## config.mk

```make
export PLATFORM = sky130hd
export DESIGN_NAME = fat32_cluster_size_select_core
export DESIGN_NICKNAME = d
export VERILOG_FILES = /design/src/rtl/fsel_pkg.sv /design/src/rtl/fsel_fit_unit.sv /design/src/rtl/fat32_cluster_size_select_core.sv
export SDC_FILE = /design/constraint.sdc
export NUM_CORES = 1
export LEC_CHECK = 0
export BUFFER_PORTS_ARGS = -buffer_cell sky130_fd_sc_hd__buf_4
export CORE_UTILIZATION = 40
export CTS_BUF_LIST = sky130_fd_sc_hd__clkbuf_16
export DETAILED_ROUTE_END_ITERATION = 8
export SYNTH_ARGS = -nofsm -noshare
export SYNTH_HDL_FRONTEND = slang
export SYNTH_SLANG_ARGS = --single-unit
```

## constraint.sdc

```tcl
create_clock -name clk -period 13 [get_ports clk]
set_clock_uncertainty 0.05 [all_clocks]
set_input_delay 2.6 -clock clk [delete_from_list [all_inputs] [get_ports clk]]
set_output_delay 2.6 -clock clk [all_outputs]
set_load 0.05 [all_outputs]
```

## src/rtl/fsel_pkg.sv

```systemverilog
// Shared constants, sequencer states and control types for the FAT32 unit selector.
`default_nettype none

package fsel_pkg;

    localparam int VOLUME_BITS = 48;
    localparam int SECTOR_W    = 16;
    localparam int UNIT_W      = 19;
    localparam int SECTOR_LOG_MIN_INT = 9;
    // sector count after dropping the smallest sector shift
    localparam int TOT_W  = VOLUME_BITS - SECTOR_LOG_MIN_INT;
    localparam int NEED_W = TOT_W + 2;
    localparam int LOG_W  = 5;
    localparam int CL_W   = 4;

    localparam int MIN_CLUSTERS     = 65527;
    localparam int MAX_CLUSTERS     = 4177917;
    localparam int RESERVED_SECTORS = 32;

    localparam logic [LOG_W-1:0] SECTOR_LOG_MIN       = LOG_W'(SECTOR_LOG_MIN_INT);
    localparam logic [LOG_W-1:0] SECTOR_LOG_1K        = LOG_W'(10);
    localparam logic [LOG_W-1:0] SECTOR_LOG_2K        = LOG_W'(11);
    localparam logic [LOG_W-1:0] SECTOR_LOG_4K        = LOG_W'(12);
    localparam logic [LOG_W-1:0] SECTOR_LOG_NONE      = LOG_W'(0);
    localparam logic [LOG_W-1:0] UNIT_LOG_LAST        = LOG_W'(18);
    localparam logic [LOG_W-1:0] SMALL_SECTOR_LOG_CAP = LOG_W'(16);

    localparam logic [SECTOR_W-1:0] SECTOR_512  = SECTOR_W'(512);
    localparam logic [SECTOR_W-1:0] SECTOR_1024 = SECTOR_W'(1024);
    localparam logic [SECTOR_W-1:0] SECTOR_2048 = SECTOR_W'(2048);
    localparam logic [SECTOR_W-1:0] SECTOR_4096 = SECTOR_W'(4096);

    typedef enum logic [2:0] {
        ST_IDLE,
        ST_CHECK,
        ST_LOAD,
        ST_STEP_A,
        ST_STEP_B,
        ST_EVAL,
        ST_DONE
    } fsel_state_t;

    typedef struct packed {
        logic load;
        logic step_a;
        logic step_b;
    } fsel_ctrl_t;

    typedef struct packed {
        logic found;
    } fsel_stat_t;

endpackage

`default_nettype wire

```

## src/rtl/fsel_fit_unit.sv

```systemverilog
// Binary search engine for the largest cluster count that fits one unit size.
`default_nettype none

module fsel_fit_unit (
    input  wire logic                      clk,
    input  wire logic                      rst_n,
    input  wire fsel_pkg::fsel_ctrl_t      ctrl,
    input  wire logic [fsel_pkg::TOT_W-1:0] total,
    input  wire logic [fsel_pkg::LOG_W-1:0] sl,
    input  wire logic [fsel_pkg::CL_W-1:0]  cl,
    output fsel_pkg::fsel_stat_t           stat,
    output logic [fsel_pkg::TOT_W-1:0]     count
);
    import fsel_pkg::*;

    logic [TOT_W-1:0]  lo_reg, lo_next;
    logic [TOT_W-1:0]  hi_reg, hi_next;
    logic [TOT_W-1:0]  mid_reg, mid_next;
    logic [TOT_W-1:0]  dec_reg, dec_next;
    logic [TOT_W-1:0]  fat_reg, fat_next;
    logic [TOT_W:0]    sum_odd;
    logic [TOT_W+1:0]  fat_sum;
    logic [TOT_W-1:0]  span;
    logic [NEED_W-1:0] need;
    logic              fits;

    always_comb
    begin
        // mid = (lo + hi + 1) / 2; FAT sectors = ceil(4 * (mid + 2) / sector)
        sum_odd  = {1'b0, lo_reg} + {1'b0, hi_reg} + (TOT_W+1)'(1);
        mid_next = sum_odd[TOT_W:1];
        dec_next = mid_next - TOT_W'(1);
        fat_sum  = {1'b0, sum_odd} + (TOT_W+2)'(2)
                   + ((TOT_W+2)'(1) << (sl - LOG_W'(1)));
        fat_next = TOT_W'(fat_sum >> (sl - LOG_W'(1)));

        span = total - TOT_W'(RESERVED_SECTORS);
        need = NEED_W'(RESERVED_SECTORS) + {1'b0, fat_reg, 1'b0}
               + ({2'b00, mid_reg} << cl);
        fits = (need <= {2'b00, total});

        lo_next = lo_reg;
        hi_next = hi_reg;
        if (ctrl.load)
        begin
            lo_next = '0;
            hi_next = span >> cl;
        end
        else if (ctrl.step_b)
        begin
            if (fits)
            begin
                lo_next = mid_reg;
            end
            else
            begin
                hi_next = dec_reg;
            end
        end
    end

    always_ff @(posedge clk or negedge rst_n)
    begin
        if (!rst_n)
        begin
            lo_reg <= '0;
            hi_reg <= '0;
        end
        else
        begin
            lo_reg <= lo_next;
            hi_reg <= hi_next;
        end
    end

    always_ff @(posedge clk)
    begin
        if (ctrl.step_a)
        begin
            mid_reg <= mid_next;
            dec_reg <= dec_next;
            fat_reg <= fat_next;
        end
    end

    assign stat.found = (lo_reg >= hi_reg);
    assign count      = lo_reg;

    a_bounds_ordered: assert property (@(posedge clk) disable iff (!rst_n)
        lo_reg <= hi_reg)
        else $error("search bounds crossed");

    a_step_only_open: assert property (@(posedge clk) disable iff (!rst_n)
        ctrl.step_a |-> (lo_reg < hi_reg))
        else $error("search step on a closed interval");

    a_load_clears_lo: assert property (@(posedge clk) disable iff (!rst_n)
        ctrl.load |=> (lo_reg == '0))
        else $error("lower bound not cleared on load");

endmodule

`default_nettype wire

```

## src/rtl/fat32_cluster_size_select_core.sv

```systemverilog
// Top level: input checks and unit sequencer around the shared search engine.
`default_nettype none

// FAT32 allocation unit selector.
// Command channel: an item (volume_bytes, sector_bytes, volume_limit_bytes)
// is taken at a rising edge with start high and busy low. busy stays high
// until the result has been shown.
// Result channel: unit_bytes is valid for the single cycle in which done is
// high; the receiver cannot stall it, so it is taken at the end of that cycle.
// unit_bytes holds its value afterwards until the next result.
// Sequence: a check state, then for each candidate unit a load state, the
// binary search steps (each a STEP_A then a STEP_B state), a closing STEP_A
// state and an evaluation state, then the done state. The search for a unit
// of 2^k sectors takes at most one step per bit of the largest cluster
// count, the sector count width minus k (38 minus k for 1 KiB sectors on
// 48-bit volumes). Up to nine units are tried on 1 KiB sectors; rejected
// items (bad sector size, empty, oversized, partial or tiny volume) go
// from the check state straight to the done state. A new item is taken
// only once busy has fallen.
// Reset clears the sequencer to idle; no result is pending after reset.
module fat32_cluster_size_select_core (
    input  wire logic                               clk,
    input  wire logic                               rst_n,
    input  wire logic                               start,
    output logic                                    busy,
    input  wire logic [fsel_pkg::VOLUME_BITS-1:0]   volume_bytes,
    input  wire logic [fsel_pkg::SECTOR_W-1:0]      sector_bytes,
    input  wire logic [fsel_pkg::VOLUME_BITS-1:0]   volume_limit_bytes,
    output logic                                    done,
    output logic [fsel_pkg::UNIT_W-1:0]             unit_bytes
);
    import fsel_pkg::*;

    fsel_state_t            state_reg, state_next;
    logic [VOLUME_BITS-1:0] vol_reg, lim_reg;
    logic [SECTOR_W-1:0]    sec_reg;
    logic [LOG_W-1:0]       sl_reg, sl_next;
    logic [LOG_W-1:0]       ul_reg, ul_next;
    logic [TOT_W-1:0]       total_reg, total_next;
    logic [UNIT_W-1:0]      result_reg, result_next;

    logic [LOG_W-1:0]       sl_dec;
    logic [VOLUME_BITS-1:0] sec_mask;
    logic [TOT_W-1:0]       total_calc;
    logic                   item_ok;
    logic [CL_W-1:0]        cl;
    logic                   in_range;
    logic                   last_unit;
    fsel_ctrl_t             ctrl;
    fsel_stat_t             stat;
    logic [TOT_W-1:0]       count;

    fsel_fit_unit u_fit (
        .clk   (clk),
        .rst_n (rst_n),
        .ctrl  (ctrl),
        .total (total_reg),
        .sl    (sl_reg),
        .cl    (cl),
        .stat  (stat),
        .count (count)
    );

    always_comb
    begin
        case (sec_reg)
            SECTOR_512:  sl_dec = SECTOR_LOG_MIN;
            SECTOR_1024: sl_dec = SECTOR_LOG_1K;
            SECTOR_2048: sl_dec = SECTOR_LOG_2K;
            SECTOR_4096: sl_dec = SECTOR_LOG_4K;
            default:     sl_dec = SECTOR_LOG_NONE;
        endcase
    end

    assign sec_mask   = (VOLUME_BITS'(1) << sl_dec) - VOLUME_BITS'(1);
    assign total_calc = TOT_W'(vol_reg >> sl_dec);
    assign item_ok    = (sl_dec != SECTOR_LOG_NONE) && (vol_reg != '0)
                        && (vol_reg <= lim_reg) && ((vol_reg & sec_mask) == '0)
                        && (total_calc > TOT_W'(RESERVED_SECTORS));

    assign cl        = CL_W'(ul_reg - sl_reg);
    assign in_range  = (count >= TOT_W'(MIN_CLUSTERS)) && (count <= TOT_W'(MAX_CLUSTERS));
    assign last_unit = (ul_reg == UNIT_LOG_LAST)
                       || ((sl_reg == SECTOR_LOG_MIN) && (ul_reg == SMALL_SECTOR_LOG_CAP));

    always_comb
    begin
        state_next  = state_reg;
        sl_next     = sl_reg;
        ul_next     = ul_reg;
        total_next  = total_reg;
        result_next = result_reg;
        ctrl        = '0;
        case (state_reg)
            ST_IDLE:
            begin
                if (start)
                begin
                    state_next = ST_CHECK;
                end
            end
            ST_CHECK:
            begin
                sl_next    = sl_dec;
                ul_next    = sl_dec;
                total_next = total_calc;
                if (item_ok)
                begin
                    state_next = ST_LOAD;
                end
                else
                begin
                    result_next = '0;
                    state_next  = ST_DONE;
                end
            end
            ST_LOAD:
            begin
                ctrl.load  = 1'b1;
                state_next = ST_STEP_A;
            end
            ST_STEP_A:
            begin
                if (stat.found)
                begin
                    state_next = ST_EVAL;
                end
                else
                begin
                    ctrl.step_a = 1'b1;
                    state_next  = ST_STEP_B;
                end
            end
            ST_STEP_B:
            begin
                ctrl.step_b = 1'b1;
                state_next  = ST_STEP_A;
            end
            ST_EVAL:
            begin
                if (in_range)
                begin
                    result_next = UNIT_W'(1) << ul_reg;
                    state_next  = ST_DONE;
                end
                else if (last_unit)
                begin
                    result_next = '0;
                    state_next  = ST_DONE;
                end
                else
                begin
                    // advance to the next larger unit
                    ul_next    = ul_reg + LOG_W'(1);
                    state_next = ST_LOAD;
                end
            end
            ST_DONE:
            begin
                state_next = ST_IDLE;
            end
            default:
            begin
                state_next = ST_IDLE;
            end
        endcase
    end

    always_ff @(posedge clk or negedge rst_n)
    begin
        if (!rst_n)
        begin
            state_reg <= ST_IDLE;
        end
        else
        begin
            state_reg <= state_next;
        end
    end

    always_ff @(posedge clk)
    begin
        if ((state_reg == ST_IDLE) && start)
        begin
            vol_reg <= volume_bytes;
            lim_reg <= volume_limit_bytes;
            sec_reg <= sector_bytes;
        end
        sl_reg     <= sl_next;
        ul_reg     <= ul_next;
        total_reg  <= total_next;
        result_reg <= result_next;
    end

    assign busy       = (state_reg != ST_IDLE);
    assign done       = (state_reg == ST_DONE);
    assign unit_bytes = result_reg;

    a_done_while_busy: assert property (@(posedge clk) disable iff (!rst_n)
        done |-> busy)
        else $error("result shown while idle");

    a_accept_sets_busy: assert property (@(posedge clk) disable iff (!rst_n)
        (start && !busy) |=> (busy && !done))
        else $error("accepted item did not start work");

    a_done_single: assert property (@(posedge clk) disable iff (!rst_n)
        done |=> (!busy && !done))
        else $error("result strobe longer than one cycle");

    a_unit_in_window: assert property (@(posedge clk) disable iff (!rst_n)
        (state_reg == ST_EVAL) |-> ((ul_reg >= sl_reg) && (ul_reg <= UNIT_LOG_LAST)))
        else $error("candidate unit out of range");

endmodule

`default_nettype wire
```

==> results.md <==
Global routing:
- Across every metal layer, demand over resource in global routing totals 26.3%.
- The first global-routing pass estimated 170,000 um of wire.
- The number of global-route vias before repair came to 27,007.
- The initial antenna violation count was 1.
- Entering global routing, the biggest net connects 87 pins.
- The overflow left after global routing is 0.

Placed design:
- At the end of routability-driven placement, the weighted congestion stood at 0.970.
- Summing all placed instances gives a cell area of 35,300 um^2.
- Summed over all nets, the half-perimeter wirelength after detailed placement is 91,300 um.
- Buffers placed on the I/O ports in this run total 135.

Floorplanning:
- The number of ports placed on the die boundary is 136.
- The total die area is 84,100 um^2.
- The floorplan step defined a core boundary enclosing 82,100 um^2.
- The initial standard-cell utilization of the core is 40.4%.
- The number of rows created at floorplan is 105.
- The height of the chip is 290 um.
- The die is 290 um wide.

Yosys:
- The mean instance size in the synthesized netlist is 8.92 um^2.
- Of the synthesized area, sequential elements account for 32.9%.
- The warning count from the yosys run is 0.
- After technology mapping, the gate count stands at 3,723.
- The unique cell type count in the Yosys netlist is 95.
- In this run, synthesis inferred 296 flip-flops with an integrated enable.
- For this run, asynchronously set or reset flops after synthesis account for 21.5%.
- The post-synth design cell area is 33,200 um^2.
- The number of flip-flops and latches in the synthesized netlist is 377.
- The most used flip-flop cell after synthesis is sky130_fd_sc_hd__edfxtp_1.

Clock tree:
- After clock tree synthesis, the repair step resized 0 gates.
- The post-CTS clock slew at the launch and capture registers of the worst setup and hold paths is 0.07 ns.
- The H-tree was split into 2 levels.
- The total clock buffers created by CTS is 43.
- The post-CTS setup buffer count is 0.
- The clock network latency to the later pin of the worst-skew pair is 0.60 ns.
- The number of clock sinks seen by CTS is 377.
- TritonCTS built the clock tree.
- Clock tree synthesis selected as its root buffer the cell sky130_fd_sc_hd__clkbuf_16.
- After clock tree synthesis, the flow added hold-fix buffers numbering 0.
- The clock tree buffer depth is 3.

Detailed routing:
- For this block, the initial DRC count from the detailed router was 3,536.
- After detailed routing, the average wire length per cell comes to 23.5 um.
- For this run, the detailed router's first-pass iteration total came to 6.
- The number of antenna-violating nets in the routed design is 0.
- The DRC violation count after routing is 0.
- The total length of routed wires is 114,000 um.
- In the routed layout, each cell is associated on average with a via count of 6.05.
- The routed via count is 29,480.

Layout:
- The post-route netlist has 10.1% of its cells at a drive strength greater than 1.
- From synthesis to final layout, the design area changed by 10.7%.
- In the final design database the tool counted 4,207 nets.
- The most common cell after layout, fill and taps aside is sky130_fd_sc_hd__nand2_1.
- The filler cells instantiated in the layout total 7,946.
- The top cell types in the final layout, fill and taps aside, are sky130_fd_sc_hd__nand2_1 (372), sky130_fd_sc_hd__ha_1 (323), sky130_fd_sc_hd__nor2_1 (315).
- The sequential cell area is 10,900 um^2.
- After routing the design area is 36,700 um^2.
- Summing all multi-input logic gate instances after layout gives 20,800 um^2.

STA:
- The worst path uses 77.1% of the clock period.
- The max-slew headroom at the worst pin is 26.7%.
- The final number of setup-violating endpoints is 0.
- Based on the critical path, the design can be clocked at up to 0.0998 GHz.
- The setup TNS after final layout is 0 ns.
- The number of pins with negative max-slew slack in the final report was 0.
- The number of failing hold endpoints at the final stage came to 0.
- The minimum clock period is 10.02 ns.
- For the pin with the worst max-slew slack, the measured transition is 1.10 ns.
- Setup repair after global routing left no endpoint under its margin.

Worst setup path:
- The longest individual stage delay on the worst path is 0.83 ns.
- For this design, the slowest cell found on the critical path is sky130_fd_sc_hd__fa_4.
- The classification of the worst setup path is reg2reg.
- The data required time at the worst endpoint is 13.48 ns.
- The maximum fanout along the worst path is 86.
- The number of buffers and inverters on the critical path is 4.
- The type of element capturing the critical path is a flop.
- The critical path data arrival time is 10.50 ns.
- Broken down by cell family, the worst path's largest delay share belongs to compound AO/OA/AOI/OAI gates.
- The worst setup path is launched from a flop.

Flow run:
- The number of maximum-capacitance constraint violations is 0.

Hold path:
- The path class of the lowest-slack min-delay path is reg2reg.

Outcome:
- The run finished with clean final reports.
cells in the mapped netlist, types with 30 or more instances:
master	number	area, um^2
sky130_fd_sc_hd__a211oi_1	57	428
sky130_fd_sc_hd__a21o_1	60	450
sky130_fd_sc_hd__a21oi_1	262	1310
sky130_fd_sc_hd__a221o_1	30	300
sky130_fd_sc_hd__a31oi_1	38	238
sky130_fd_sc_hd__and3_1	43	269
sky130_fd_sc_hd__clkbuf_1	160	601
sky130_fd_sc_hd__dfrtp_1	81	2030
sky130_fd_sc_hd__edfxtp_1	296	8890
sky130_fd_sc_hd__ha_1	325	4070
sky130_fd_sc_hd__inv_1	229	860
sky130_fd_sc_hd__mux2_2	33	372
sky130_fd_sc_hd__mux2i_1	192	1920
sky130_fd_sc_hd__nand2_1	373	1400
sky130_fd_sc_hd__nand2b_1	30	188
sky130_fd_sc_hd__nand3_1	51	255
sky130_fd_sc_hd__nand4_1	58	363
sky130_fd_sc_hd__nor2_1	315	1180
sky130_fd_sc_hd__nor2b_1	45	282
sky130_fd_sc_hd__nor3_1	76	380
sky130_fd_sc_hd__nor4_1	59	369
sky130_fd_sc_hd__o211ai_1	45	338
sky130_fd_sc_hd__o21ai_0	230	1150
sky130_fd_sc_hd__o22ai_1	30	188
sky130_fd_sc_hd__xnor2_1	112	981
sky130_fd_sc_hd__xor2_1	49	429
worst reg2reg max path, delay by kind of cell (launching register included):
family	cells	cell delay [ns]
XOR/XNOR	1	0.14
AO/OA/AOI/OAI	13	3.75
AND/OR/NAND/NOR	4	1.10
buffers and inverters	4	1.86
flip-flops	1	0.37
adder cells (fa/ha/maj)	5	2.02
multiplexers	3	0.68
stage by stage:
| stage | instances | utilization, % | setup WS (ns) | hold WS [ns] |
|---|---|---|---|---|
| 6_report | 4869 | 44.7 | 2.98 | 0.412 |
| 5_1_grt | 4868 | 44.7 | 2.18 | 0.438 |
| 4_1_cts | 4867 | 44.7 | 2.98 | 0.409 |
| 3_5_place_dp | 4788 | 43.0 | 3.04 | 0.389 |
| 3_3_place_gp | 4788 | 43.0 | 3.13 | 0.386 |
| 2_1_floorplan | 3732 | - | 2.22 | 0.376 |
worst paths after layout:
check	start	endpoint	slack, ns	cells past startpoint
worst max-delay path	sl_reg[0]$_DFFE_PP_	u_fit.hi_reg[23]$_DFFE_PN0P_	2.98	30
worst min-delay path	u_fit.dec_reg[29]$_DFFE_PP_	u_fit.hi_reg[29]$_DFFE_PN0P_	0.41	2
worst max register to register	sl_reg[0]$_DFFE_PP_	u_fit.hi_reg[23]$_DFFE_PN0P_	2.98	30
worst min register to register	u_fit.dec_reg[29]$_DFFE_PP_	u_fit.hi_reg[29]$_DFFE_PN0P_	0.41	2
min in group asynchronous	rst_n	u_fit.hi_reg[6]$_DFFE_PN0P_	1.93	1
max in group asynchronous	rst_n	u_fit.count[15]$_DFFE_PN0P_	9.95	2
cells by family after synthesis:
| family | Yosys count | synth area share [%] |
|---|---|---|
| simple gates | 1157 | 16.6 |
| flops | 377 | 32.9 |
| mux | 254 | 8.88 |
| compound gates | 1012 | 19.9 |
| fa+ha+maj | 329 | 12.5 |
| other cells | 2 | 0.0226 |
| buf+inv | 431 | 4.95 |
| xor+xnor | 161 | 4.25 |
area by class of cell:
cell class                 count  share of cell area [%]
sequential                   377                    29.7
timing repair buffer         184                    3.76
multi-input combinational   2924                    56.7
clock buffer                  44                    3.00
tap                         1070                    3.65
clock inverter                35                   0.777
antenna                        2                  0.0136
inverter                     233                    2.38
per-layer routing:
layer / global-route usage (%) / up-vias / wire [um]
met5: 0 / - / 0
met3: 3.07 / 141 / 8300
met2: 39.9 / 1117 / 49800
met1: 39.3 / 14295 / 53200
met4: 7.12 / 0 / 2930
li1: - / 13927 / -
Power is left out: the tool's default activity adds up to more than one toggle a clock period on the data nets, which glitch-free logic cannot reach.
